File: config.mk
export PLATFORM = sky130hd
export DESIGN_NAME = xor_checked_packet_deframer
export DESIGN_NICKNAME = d
export VERILOG_FILES = /design/src/rtl/xcpd_pkg.sv /design/src/rtl/xcpd_step.sv /design/src/rtl/xcpd_outq.sv /design/src/rtl/xor_checked_packet_deframer.sv
export VERILOG_INCLUDE_DIRS = /design/src /design/src/rtl
export SDC_FILE = /design/constraint.sdc
export NUM_CORES = 1
export LEC_CHECK = 0
export ABC_AREA = 1
export CAP_MARGIN = 20
export CORE_MARGIN = 10
export CORE_UTILIZATION = 60
export CTS_CLUSTER_DIAMETER = 80
export CTS_CLUSTER_SIZE = 8
export DETAILED_ROUTE_END_ITERATION = 10
export DONT_BUFFER_PORTS = 1
export PLACE_DENSITY = 0.8
export SLEW_MARGIN = 20
export SYNTH_ARGS = -nofsm -noshare
export SYNTH_HDL_FRONTEND = slang
export SYNTH_SLANG_ARGS = --single-unit
File: constraint.sdc
create_clock -name clk -period 3.4 [get_ports clk]
set_clock_uncertainty 0.2 [all_clocks]
set_input_delay 0.34 -clock clk [delete_from_list [all_inputs] [get_ports clk]]
set_output_delay 0.34 -clock clk [all_outputs]
set_load 0.01 [all_outputs]
File: src/rtl/assert_macros.svh
// Assertion macros shared by the deframer RTL.
// Each macro expects signals named clk and rst_n in the enclosing module.
`ifndef ASSERT_MACROS_SVH
`define ASSERT_MACROS_SVH

// Checked on every rising edge outside reset.
`define ASSERT_ON_CLK(label, prop, msg) \
  label: assert property (@(posedge clk) disable iff (!rst_n) (prop)) else $error(msg);

// Checked on every rising edge, reset included.
`define ASSERT_ALWAYS(label, prop, msg) \
  label: assert property (@(posedge clk) (prop)) else $error(msg);

`endif

File: src/rtl/xcpd_pkg.sv
`timescale 1ns / 1ps

package xcpd_pkg;

  // Default depth of the result queue.
  localparam int unsigned OUTQ_DEPTH_DEF = 4;

  // Packet type codes, bits 7..6 of a packet.
  localparam logic [1:0] TYPE_HEAD = 2'b11;
  localparam logic [1:0] TYPE_BODY = 2'b10;
  localparam logic [1:0] TYPE_LAST = 2'b00;

  // Result item kinds.
  localparam logic KIND_DATA   = 1'b0;
  localparam logic KIND_STATUS = 1'b1;

  typedef enum logic [1:0] {
    ST_OK    = 2'd0,
    ST_CHECK = 2'd1,
    ST_TYPE  = 2'd2,
    ST_EMPTY = 2'd3
  } status_t;

  typedef struct packed {
    logic       kind;
    logic [3:0] nibble;
    status_t    status;
    logic       last;
  } res_t;

  // Results of one packet: up to two items, r0 first.
  typedef struct packed {
    logic [1:0] cnt;
    res_t       r0;
    res_t       r1;
  } step_out_t;

endpackage

File: src/rtl/xcpd_step.sv
`timescale 1ns / 1ps
`include "assert_macros.svh"

module xcpd_step (
  input  logic                  clk,
  input  logic                  rst_n,
  input  logic                  fire,
  input  logic [7:0]            pkt,
  output xcpd_pkg::step_out_t   so
);
  import xcpd_pkg::*;

  logic       in_message_r, in_message_nxt;
  logic [5:0] packets_left_r, packets_left_nxt;
  logic [2:0] prev_pay_r, prev_pay_nxt;
  logic [2:0] bit_store_r, bit_store_nxt;
  logic [1:0] bits_held_r, bits_held_nxt;

  logic [1:0] ptype;
  logic [2:0] pay;
  logic [2:0] chk;
  logic       is_last;
  logic [1:0] want;
  logic [2:0] total;
  logic [5:0] comb6;
  logic [1:0] rem;
  logic [2:0] keep_mask;

  always_comb begin
    ptype     = pkt[7:6];
    pay       = pkt[5:3];
    chk       = pkt[2:0];
    is_last   = (packets_left_r == 6'd1);
    want      = is_last ? TYPE_LAST : TYPE_BODY;
    total     = {1'b0, bits_held_r} + 3'd3;
    comb6     = {bit_store_r, pay};
    rem       = 2'(total - 3'd4);
    keep_mask = (3'b001 << rem) - 3'b001;

    in_message_nxt   = in_message_r;
    packets_left_nxt = packets_left_r;
    prev_pay_nxt     = prev_pay_r;
    bit_store_nxt    = bit_store_r;
    bits_held_nxt    = bits_held_r;
    so               = '0;

    if (fire) begin
      if (!in_message_r) begin
        if (ptype != TYPE_HEAD) begin
          so.cnt       = 2'd1;
          so.r0.kind   = KIND_STATUS;
          so.r0.status = ST_TYPE;
        end else if (pkt[5:0] == 6'd0) begin
          so.cnt       = 2'd1;
          so.r0.kind   = KIND_STATUS;
          so.r0.status = ST_EMPTY;
        end else begin
          in_message_nxt   = 1'b1;
          packets_left_nxt = pkt[5:0];
          prev_pay_nxt     = pay;
          bit_store_nxt    = 3'd0;
          bits_held_nxt    = 2'd0;
        end
      end else if (ptype != want) begin
        so.cnt           = 2'd1;
        so.r0.kind       = KIND_STATUS;
        so.r0.status     = ST_TYPE;
        in_message_nxt   = 1'b0;
        packets_left_nxt = 6'd0;
        bit_store_nxt    = 3'd0;
        bits_held_nxt    = 2'd0;
      end else if (chk != (prev_pay_r ^ pay)) begin
        so.cnt           = 2'd1;
        so.r0.kind       = KIND_STATUS;
        so.r0.status     = ST_CHECK;
        in_message_nxt   = 1'b0;
        packets_left_nxt = 6'd0;
        bit_store_nxt    = 3'd0;
        bits_held_nxt    = 2'd0;
      end else begin
        if (total >= 3'd4) begin
          // A nibble completes: emit the oldest four bits, keep the rest.
          so.cnt        = 2'd1;
          so.r0.kind    = KIND_DATA;
          so.r0.nibble  = 4'(comb6 >> rem);
          so.r0.status  = ST_OK;
          bit_store_nxt = comb6[2:0] & keep_mask;
          bits_held_nxt = rem;
        end else begin
          bit_store_nxt = comb6[2:0];
          bits_held_nxt = 2'(total);
        end
        prev_pay_nxt     = pay;
        packets_left_nxt = packets_left_r - 6'd1;
        if (is_last) begin
          if (so.cnt == 2'd1) begin
            so.cnt       = 2'd2;
            so.r1.kind   = KIND_STATUS;
            so.r1.status = ST_OK;
          end else begin
            so.cnt       = 2'd1;
            so.r0.kind   = KIND_STATUS;
            so.r0.status = ST_OK;
          end
          // Leftover bits are dropped when the message closes.
          in_message_nxt   = 1'b0;
          packets_left_nxt = 6'd0;
          bit_store_nxt    = 3'd0;
          bits_held_nxt    = 2'd0;
        end
      end
      if (so.cnt == 2'd1) begin
        so.r0.last = 1'b1;
      end else if (so.cnt == 2'd2) begin
        so.r1.last = 1'b1;
      end
    end
  end

  always_ff @(posedge clk) begin
    if (!rst_n) begin
      in_message_r   <= 1'b0;
      packets_left_r <= 6'd0;
      prev_pay_r     <= 3'd0;
      bit_store_r    <= 3'd0;
      bits_held_r    <= 2'd0;
    end else begin
      in_message_r   <= in_message_nxt;
      packets_left_r <= packets_left_nxt;
      prev_pay_r     <= prev_pay_nxt;
      bit_store_r    <= bit_store_nxt;
      bits_held_r    <= bits_held_nxt;
    end
  end

  `ASSERT_ON_CLK(a_left_nonzero, in_message_r |-> (packets_left_r != 6'd0), "open message has no packets left")
  `ASSERT_ON_CLK(a_pair_shape, (so.cnt == 2'd2) |-> (so.r0.kind == KIND_DATA && so.r1.kind == KIND_STATUS && so.r1.status == ST_OK), "two results must be a nibble then an ok status")
  `ASSERT_ON_CLK(a_idle_clear, !in_message_r |-> (bits_held_r == 2'd0), "bits held while idle")

endmodule

File: src/rtl/xcpd_outq.sv
`timescale 1ns / 1ps
`include "assert_macros.svh"

module xcpd_outq #(
  parameter int unsigned DEPTH = xcpd_pkg::OUTQ_DEPTH_DEF
) (
  input  logic              clk,
  input  logic              rst_n,
  input  logic [1:0]        push_cnt,
  input  xcpd_pkg::res_t    wr0,
  input  xcpd_pkg::res_t    wr1,
  input  logic              pop,
  output logic              room2,
  output logic              head_vld,
  output xcpd_pkg::res_t    head
);
  import xcpd_pkg::*;

  localparam int unsigned PW = $clog2(DEPTH);
  localparam int unsigned CW = $clog2(DEPTH + 1);

  res_t          mem [DEPTH];
  logic [PW-1:0] wptr_r, wptr_nxt;
  logic [PW-1:0] rptr_r, rptr_nxt;
  logic [CW-1:0] count_r, count_nxt;
  logic [PW-1:0] wptr_p1;
  logic          do_pop;

  function automatic logic [PW-1:0] ptr_inc(input logic [PW-1:0] p);
    ptr_inc = (p == PW'(DEPTH - 1)) ? '0 : p + PW'(1);
  endfunction

  always_comb begin
    wptr_p1  = ptr_inc(wptr_r);
    do_pop   = pop && (count_r != '0);
    head_vld = (count_r != '0);
    head     = mem[rptr_r];
    room2    = (count_r <= CW'(DEPTH - 2));
    rptr_nxt = do_pop ? ptr_inc(rptr_r) : rptr_r;
    case (push_cnt)
      2'd1:    wptr_nxt = wptr_p1;
      2'd2:    wptr_nxt = ptr_inc(wptr_p1);
      default: wptr_nxt = wptr_r;
    endcase
    count_nxt = count_r + CW'(push_cnt) - CW'(do_pop);
  end

  always_ff @(posedge clk) begin
    if (push_cnt != 2'd0) begin
      mem[wptr_r] <= wr0;
    end
    if (push_cnt == 2'd2) begin
      mem[wptr_p1] <= wr1;
    end
  end

  always_ff @(posedge clk) begin
    if (!rst_n) begin
      wptr_r  <= '0;
      rptr_r  <= '0;
      count_r <= '0;
    end else begin
      wptr_r  <= wptr_nxt;
      rptr_r  <= rptr_nxt;
      count_r <= count_nxt;
    end
  end

  `ASSERT_ON_CLK(a_count_bound, count_r <= CW'(DEPTH), "result queue overfilled")
  `ASSERT_ON_CLK(a_push_room, (push_cnt != 2'd0) |-> room2, "results pushed without two free entries")
  `ASSERT_ON_CLK(a_head_hold, (head_vld && !pop) |=> (head_vld && $stable(head)), "head moved while held")

endmodule

File: src/rtl/xor_checked_packet_deframer.sv
`timescale 1ns / 1ps
`include "assert_macros.svh"

// Channel   Direction  Handshake          Payload
// in_       input      in_valid/in_stall  in_packet_byte
// out_      output     out_valid/out_stall out_item_kind, out_hex_nibble,
//                                          out_message_status, out_last_of_run
//
// One packet is accepted per cycle while the result queue keeps up; up to two
// results leave per packet, one per cycle while out_stall is low. A packet
// waits in the input register until the queue has two free entries; its
// results are then written to the queue, whose head is offered at the output.
// in_stall rises only while the input register is full and the result queue
// has fewer than two free entries; out_stall holds the queue head in place.
// rst_n is synchronous and active low; it empties both registers and returns
// the deframer to idle, awaiting a header.

module xor_checked_packet_deframer #(
  parameter int unsigned OUTQ_DEPTH = xcpd_pkg::OUTQ_DEPTH_DEF
) (
  input  logic       clk,
  input  logic       rst_n,
  input  logic       in_valid,
  output logic       in_stall,
  input  logic [7:0] in_packet_byte,
  output logic       out_valid,
  input  logic       out_stall,
  output logic       out_item_kind,
  output logic [3:0] out_hex_nibble,
  output logic [1:0] out_message_status,
  output logic       out_last_of_run
);
  import xcpd_pkg::*;

  // Input register: holds one item until the queue can take all its results.
  logic       in_vld_r, in_vld_nxt;
  logic [7:0] in_byte_r, in_byte_nxt;

  logic       room2;
  logic       consume;
  logic       accept;
  logic       head_vld;
  res_t       head;
  step_out_t  so;

  always_comb begin
    // Processing an item needs two free queue entries, the most any item makes.
    consume     = in_vld_r && room2;
    in_stall    = in_vld_r && !room2;
    accept      = in_valid && !in_stall;
    in_vld_nxt  = accept ? 1'b1 : (consume ? 1'b0 : in_vld_r);
    in_byte_nxt = accept ? in_packet_byte : in_byte_r;
  end

  always_ff @(posedge clk) begin
    if (!rst_n) begin
      in_vld_r <= 1'b0;
    end else begin
      in_vld_r <= in_vld_nxt;
    end
  end

  always_ff @(posedge clk) begin
    in_byte_r <= in_byte_nxt;
  end

  // Header check, XOR check and nibble packing, with the message state.
  xcpd_step u_step (
    .clk   (clk),
    .rst_n (rst_n),
    .fire  (consume),
    .pkt   (in_byte_r),
    .so    (so)
  );

  // Result queue; its head is the output register.
  xcpd_outq #(
    .DEPTH (OUTQ_DEPTH)
  ) u_outq (
    .clk      (clk),
    .rst_n    (rst_n),
    .push_cnt (so.cnt),
    .wr0      (so.r0),
    .wr1      (so.r1),
    .pop      (!out_stall),
    .room2    (room2),
    .head_vld (head_vld),
    .head     (head)
  );

  assign out_valid          = head_vld;
  assign out_item_kind      = head.kind;
  assign out_hex_nibble     = head.nibble;
  assign out_message_status = head.status;
  assign out_last_of_run    = head.last;

  `ASSERT_ALWAYS(a_stall_full, in_stall |-> in_vld_r, "input stalled with an empty input register")
  `ASSERT_ON_CLK(a_accept_load, accept |=> in_vld_r, "accepted item not held")
  `ASSERT_ON_CLK(a_out_hold, (out_valid && out_stall) |=> out_valid, "stalled result withdrawn")

endmodule

==> impl_metrics.xml <==
<?xml version="1.0" encoding="UTF-8"?>
<metrics>
  <group name="drt">
    <metric name="route.antenna.remaining_nets" unit="">0</metric>
    <metric name="vias_per_cell" unit="">5.56</metric>
    <metric name="total_wire_length" unit="um">7760</metric>
    <metric name="post-route-drc-count" unit="">0</metric>
    <metric name="wl_per_cell" unit="um">14.6</metric>
    <metric name="number_of_violations_reported_at_the_end_of_detailed_routing_iteration_0" unit="">142</metric>
    <metric name="detailroute.via_count" unit="">2952</metric>
    <metric name="drt_pre_antenna_iters" unit="">4</metric>
  </group>
  <group name="power">
    <metric name="power.density" unit="mW/mm^2">592</metric>
    <metric name="power.ir.vdd_worst" unit="mV">0.349</metric>
    <metric name="leakagePower" unit="nW">1.58</metric>
    <metric name="power.switching" unit="mW">0.776</metric>
    <metric name="intPower" unit="mW">1.46</metric>
    <metric name="power.switching_fraction" unit="%">34.7</metric>
    <metric name="seq_power_share" unit="%">43.2</metric>
    <metric name="clock_power_share" unit="%">30.9</metric>
    <metric name="power_frac_comb" unit="%">25.9</metric>
  </group>
  <group name="hold_path">
    <metric name="min_delay_worst_endpoint" unit="">u_outq.wptr_r[0]</metric>
    <metric name="hold_class" unit="">input pin to flip-flop</metric>
    <metric name="min-delay-start" unit="">rst_n</metric>
    <metric name="hold-path-cell-count" unit="">2</metric>
  </group>
  <group name="global_routing">
    <metric name="grt_resource_usage_total" unit="%">17.9</metric>
    <metric name="number_of_global_route_vias_before_repair" unit="">2810</metric>
    <metric name="global_route_wire_length_before_repair" unit="um">12900</metric>
    <metric name="grt_max_degree" unit="">18</metric>
    <metric name="overflow" unit="">0</metric>
    <metric name="grt_antenna_before_repair" unit="">0</metric>
  </group>
  <group name="yosys">
    <metric name="syn_area" unit="sq mm">0.00338</metric>
    <metric name="number_of_enable_type_register_cells_in_the_synthesized_netlist" unit="">16</metric>
    <metric name="synth-seq-cells" unit="">65</metric>
    <metric name="synth.net_count" unit="">469</metric>
    <metric name="syn_area_per_cell" unit="sq um">7.74</metric>
    <metric name="cells_after_synthesis" unit="">437</metric>
    <metric name="synth_cell_type_count" unit="">31</metric>
    <metric name="part_of_the_yosys_area_used_for_sequential_elements" unit="%">43.2</metric>
    <metric name="synth-async-reset-ratio" unit="%">0</metric>
    <metric name="yosys_warnings" unit="">0</metric>
    <metric name="synthFlopType" unit="">sky130_fd_sc_hd__dfxtp_1</metric>
  </group>
  <group name="worst_setup_path">
    <metric name="worstPathRequired" unit="ns">3.48</metric>
    <metric name="reg2reg_setup_slack" unit="ns">0.33</metric>
    <metric name="crit_path_end_kind" unit="">flip-flop</metric>
    <metric name="max_stage_delay" unit="ns">0.47</metric>
    <metric name="slowest_stage" unit="">sky130_fd_sc_hd__edfxtp_1</metric>
    <metric name="crit-reg2reg-launch" unit="">in_byte_r[4]</metric>
    <metric name="critPathMostFrequentCell" unit="">sky130_fd_sc_hd__nand2_1</metric>
    <metric name="timing_worst_setup_path_type" unit="">flip-flop to flip-flop</metric>
    <metric name="cp_data_arrival_time" unit="ns">3.15</metric>
    <metric name="reg2reg_depth" unit="">16</metric>
    <metric name="worst-path-max-fanout" unit="">8</metric>
    <metric name="crit_path_start_kind" unit="">flip-flop</metric>
    <metric name="worst_r2r_dst" unit="">u_outq.count_r[2]</metric>
    <metric name="crit_path_cell_trace" unit="">inv_1 &gt; nand2_1 &gt; nand2_1 &gt; nand2_1 &gt; nand2_1 &gt; nand3_2 &gt; nor2_8 &gt; nand3_4 &gt; nor2_4 &gt; inv_1 &gt; ha_1 &gt; inv_1 &gt; fa_1 &gt; xor2_1 &gt; o21ai_0 &gt; a21oi_1</metric>
  </group>
  <group name="placement">
    <metric name="dp.final_hpwl" unit="um">5570</metric>
    <metric name="placement.io_buffers" unit="">0</metric>
    <metric name="placed_cells_incl_taps" unit="">505</metric>
    <metric name="gp_congestion" unit="">0.954</metric>
  </group>
  <group name="sta">
    <metric name="finalSetupViolations" unit="">0</metric>
    <metric name="final.min_clock_period" unit="ns">3.07</metric>
    <metric name="slew_viol_final" unit="">0</metric>
    <metric name="timing_worst_slew_pin_value" unit="ns">0.671</metric>
    <metric name="setup-tns-final" unit="ns">0</metric>
    <metric name="grt_setup_unrepaired" unit="">no</metric>
    <metric name="worst_max_slew_margin_expressed_relative_to_the_limit" unit="%">55.1</metric>
    <metric name="max_freq" unit="MHz">325</metric>
    <metric name="finalHoldWorstSlack" unit="ns">0.0751</metric>
    <metric name="post-route-period-util" unit="%">90.4</metric>
    <metric name="final-hold-violation-count" unit="">0</metric>
  </group>
  <group name="finish">
    <metric name="layout.cells.non_filler" unit="">531</metric>
    <metric name="layout_commonest_cell" unit="">sky130_fd_sc_hd__nand2_1</metric>
    <metric name="layout.cells.most_common_list" unit="">sky130_fd_sc_hd__nand2_1 (95), sky130_fd_sc_hd__o21ai_0 (68), sky130_fd_sc_hd__inv_1 (52), sky130_fd_sc_hd__dfxtp_1 (49), sky130_fd_sc_hd__nor2_1 (47)</metric>
    <metric name="syn_to_final_growth" unit="%">11.7</metric>
    <metric name="n_antenna_cell" unit="">0</metric>
    <metric name="nets" unit="">486</metric>
    <metric name="fraction_of_layout_instances_using_a_drive_strength_above_1" unit="%">6.97</metric>
  </group>
  <group name="outcome">
    <metric name="run_status" unit="">complete, no violations</metric>
  </group>
  <group name="floorplan">
    <metric name="core-area" unit="sq mm">0.00547</metric>
    <metric name="die_height" unit="um">95.1</metric>
    <metric name="io_pins" unit="">22</metric>
    <metric name="floorplan.initialDensity" unit="%">61.8</metric>
    <metric name="fp.dieW" unit="um">95.1</metric>
    <metric name="std_cell_rows" unit="">27</metric>
    <metric name="fp.dieArea" unit="sq mm">0.00904</metric>
  </group>
  <group name="clocking">
    <metric name="clkTransAtPathRegs" unit="ns">0.08</metric>
    <metric name="tritoncts_num_sinks" unit="">65</metric>
    <metric name="cts_tree" unit="">done</metric>
    <metric name="clock_tree.buffer_depth" unit="">2</metric>
    <metric name="ctsHtreeMaxLevel" unit="">3</metric>
    <metric name="clock-root-buffer" unit="">sky130_fd_sc_hd__clkbuf_8</metric>
    <metric name="cts_inserted_buffers" unit="">9</metric>
    <metric name="postCtsSetupRepairBufs" unit="">0</metric>
    <metric name="clock_insertion_delay_worst_skew" unit="ns">0.34</metric>
  </group>
  <group name="job">
    <metric name="maxCapViolations" unit="">0</metric>
  </group>
</metrics>
-- worst max-delay path: cells and delay by family, from the launching register on --
kind / cells / cell delay (ns)
AOI/OAI and AO/OA: 2 / 0.25
and+or+nand+nor: 8 / 0.91
adders and majority gates: 2 / 0.65
xor gates and xnor gates: 1 / 0.20
buffers and inverters: 3 / 0.33
DFF: 1 / 0.47
-- kinds of logic after synthesis --
family / share of synthesized area, %
flops: 43.2
xor+xnor: 1.81
simple gates: 23.9
fa+ha+maj: 7.62
buf+inv: 6.92
compound gates: 16.5
-- per-stage QoR --
step	setup WS [ns]	cell area, sq um	util (%)	power [mW]
after global placement	0.369	3460	63.3	1.52
after CTS	0.245	3770	69.0	2.24
after floorplan	0.637	3380	-	1.40
after global routing	0.0521	3780	69.0	2.37
after detailed placement	0.296	3460	63.3	1.54
final	0.325	3780	69.0	2.23
-- how the worst max path moves through the flow --
| stage | startpoint | to | slack, ns |
|---|---|---|---|
| 6_report | in_byte_r[4] | u_outq.count_r[2] | 0.33 |
| 5_1_grt | in_byte_r[4] | u_outq.count_r[2] | 0.05 |
| 4_1_cts | in_byte_r[4] | u_outq.count_r[2] | 0.24 |
| 3_5_place_dp | in_byte_r[4] | u_outq.count_r[2] | 0.30 |
| 3_3_place_gp | in_byte_r[4] | u_outq.count_r[2] | 0.37 |
| 2_1_floorplan | u_step.packets_left_r[1] | u_outq.count_r[2] | 0.64 |
-- state kept, by name, indices dropped and copies added, names as in the netlist, named ones only --
signal	cells
u_outq.wptr_r	2
u_step.prev_pay_r	3
u_step.bits_held_r	2
u_step.packets_left_r	6
in_byte_r	8
u_step.in_message_r	1
u_outq.rptr_r	2
u_outq.count_r	3
u_outq.mem	32
in_vld_r	1
u_step.bit_store_r	3
-- what timing repair did --
item / 4_1_cts / 5_1_grt
gates resized for setup: 0 / 1
hold buffers: 10 / 0
endpoints found under the setup margin: 0 / 1
endpoints found under the hold margin: 28 / 0
-- power by group through the flow --
| stage | Sequential, mW | Clock [mW] | Combinational (mW) |
|---|---|---|---|
| after floorplan | 0.949 | 0 | 0.453 |
| after global placement | 0.977 | 0 | 0.546 |
| after detailed placement | 0.979 | 0 | 0.565 |
| after CTS | 0.962 | 0.696 | 0.581 |
| after global routing | 0.977 | 0.733 | 0.656 |
| final | 0.965 | 0.690 | 0.579 |
-- cell type report --
class                      instances  area, sq um
clock inverter                     6         63.8
fill                             450         1700
sequential                        65         1460
timing repair buffer              13          123
tap                               72         90.1
clock buffer                      10          149
inverter                          54          203
multi-input combinational        311         1690
-- metal layers --
metal  GRT usage (%)  wire [um]
met3            5.11        435
met2            32.3       3930
met4            7.23        124
met5               0          0
met1            19.2       3270
-- synth_stat cells (3+ instances only) --
master	n	share of area, %
sky130_fd_sc_hd__nand4_1	7	1.3
sky130_fd_sc_hd__o21ai_0	68	10
sky130_fd_sc_hd__nor3_1	4	0.59
sky130_fd_sc_hd__xor2_1	5	1.3
sky130_fd_sc_hd__nor2_1	47	5.2
sky130_fd_sc_hd__dfxtp_1	49	29
sky130_fd_sc_hd__nor2_4	3	1.0
sky130_fd_sc_hd__nand3_1	9	1.3
sky130_fd_sc_hd__nand2_1	96	11
sky130_fd_sc_hd__clkbuf_1	5	0.56
sky130_fd_sc_hd__ha_1	19	7.0
sky130_fd_sc_hd__edfxtp_1	16	14
sky130_fd_sc_hd__inv_1	52	5.8
sky130_fd_sc_hd__a21oi_1	28	4.1
sky130_fd_sc_hd__o22ai_1	8	1.5
Note: power is estimated with default switching activity, not from simulation.
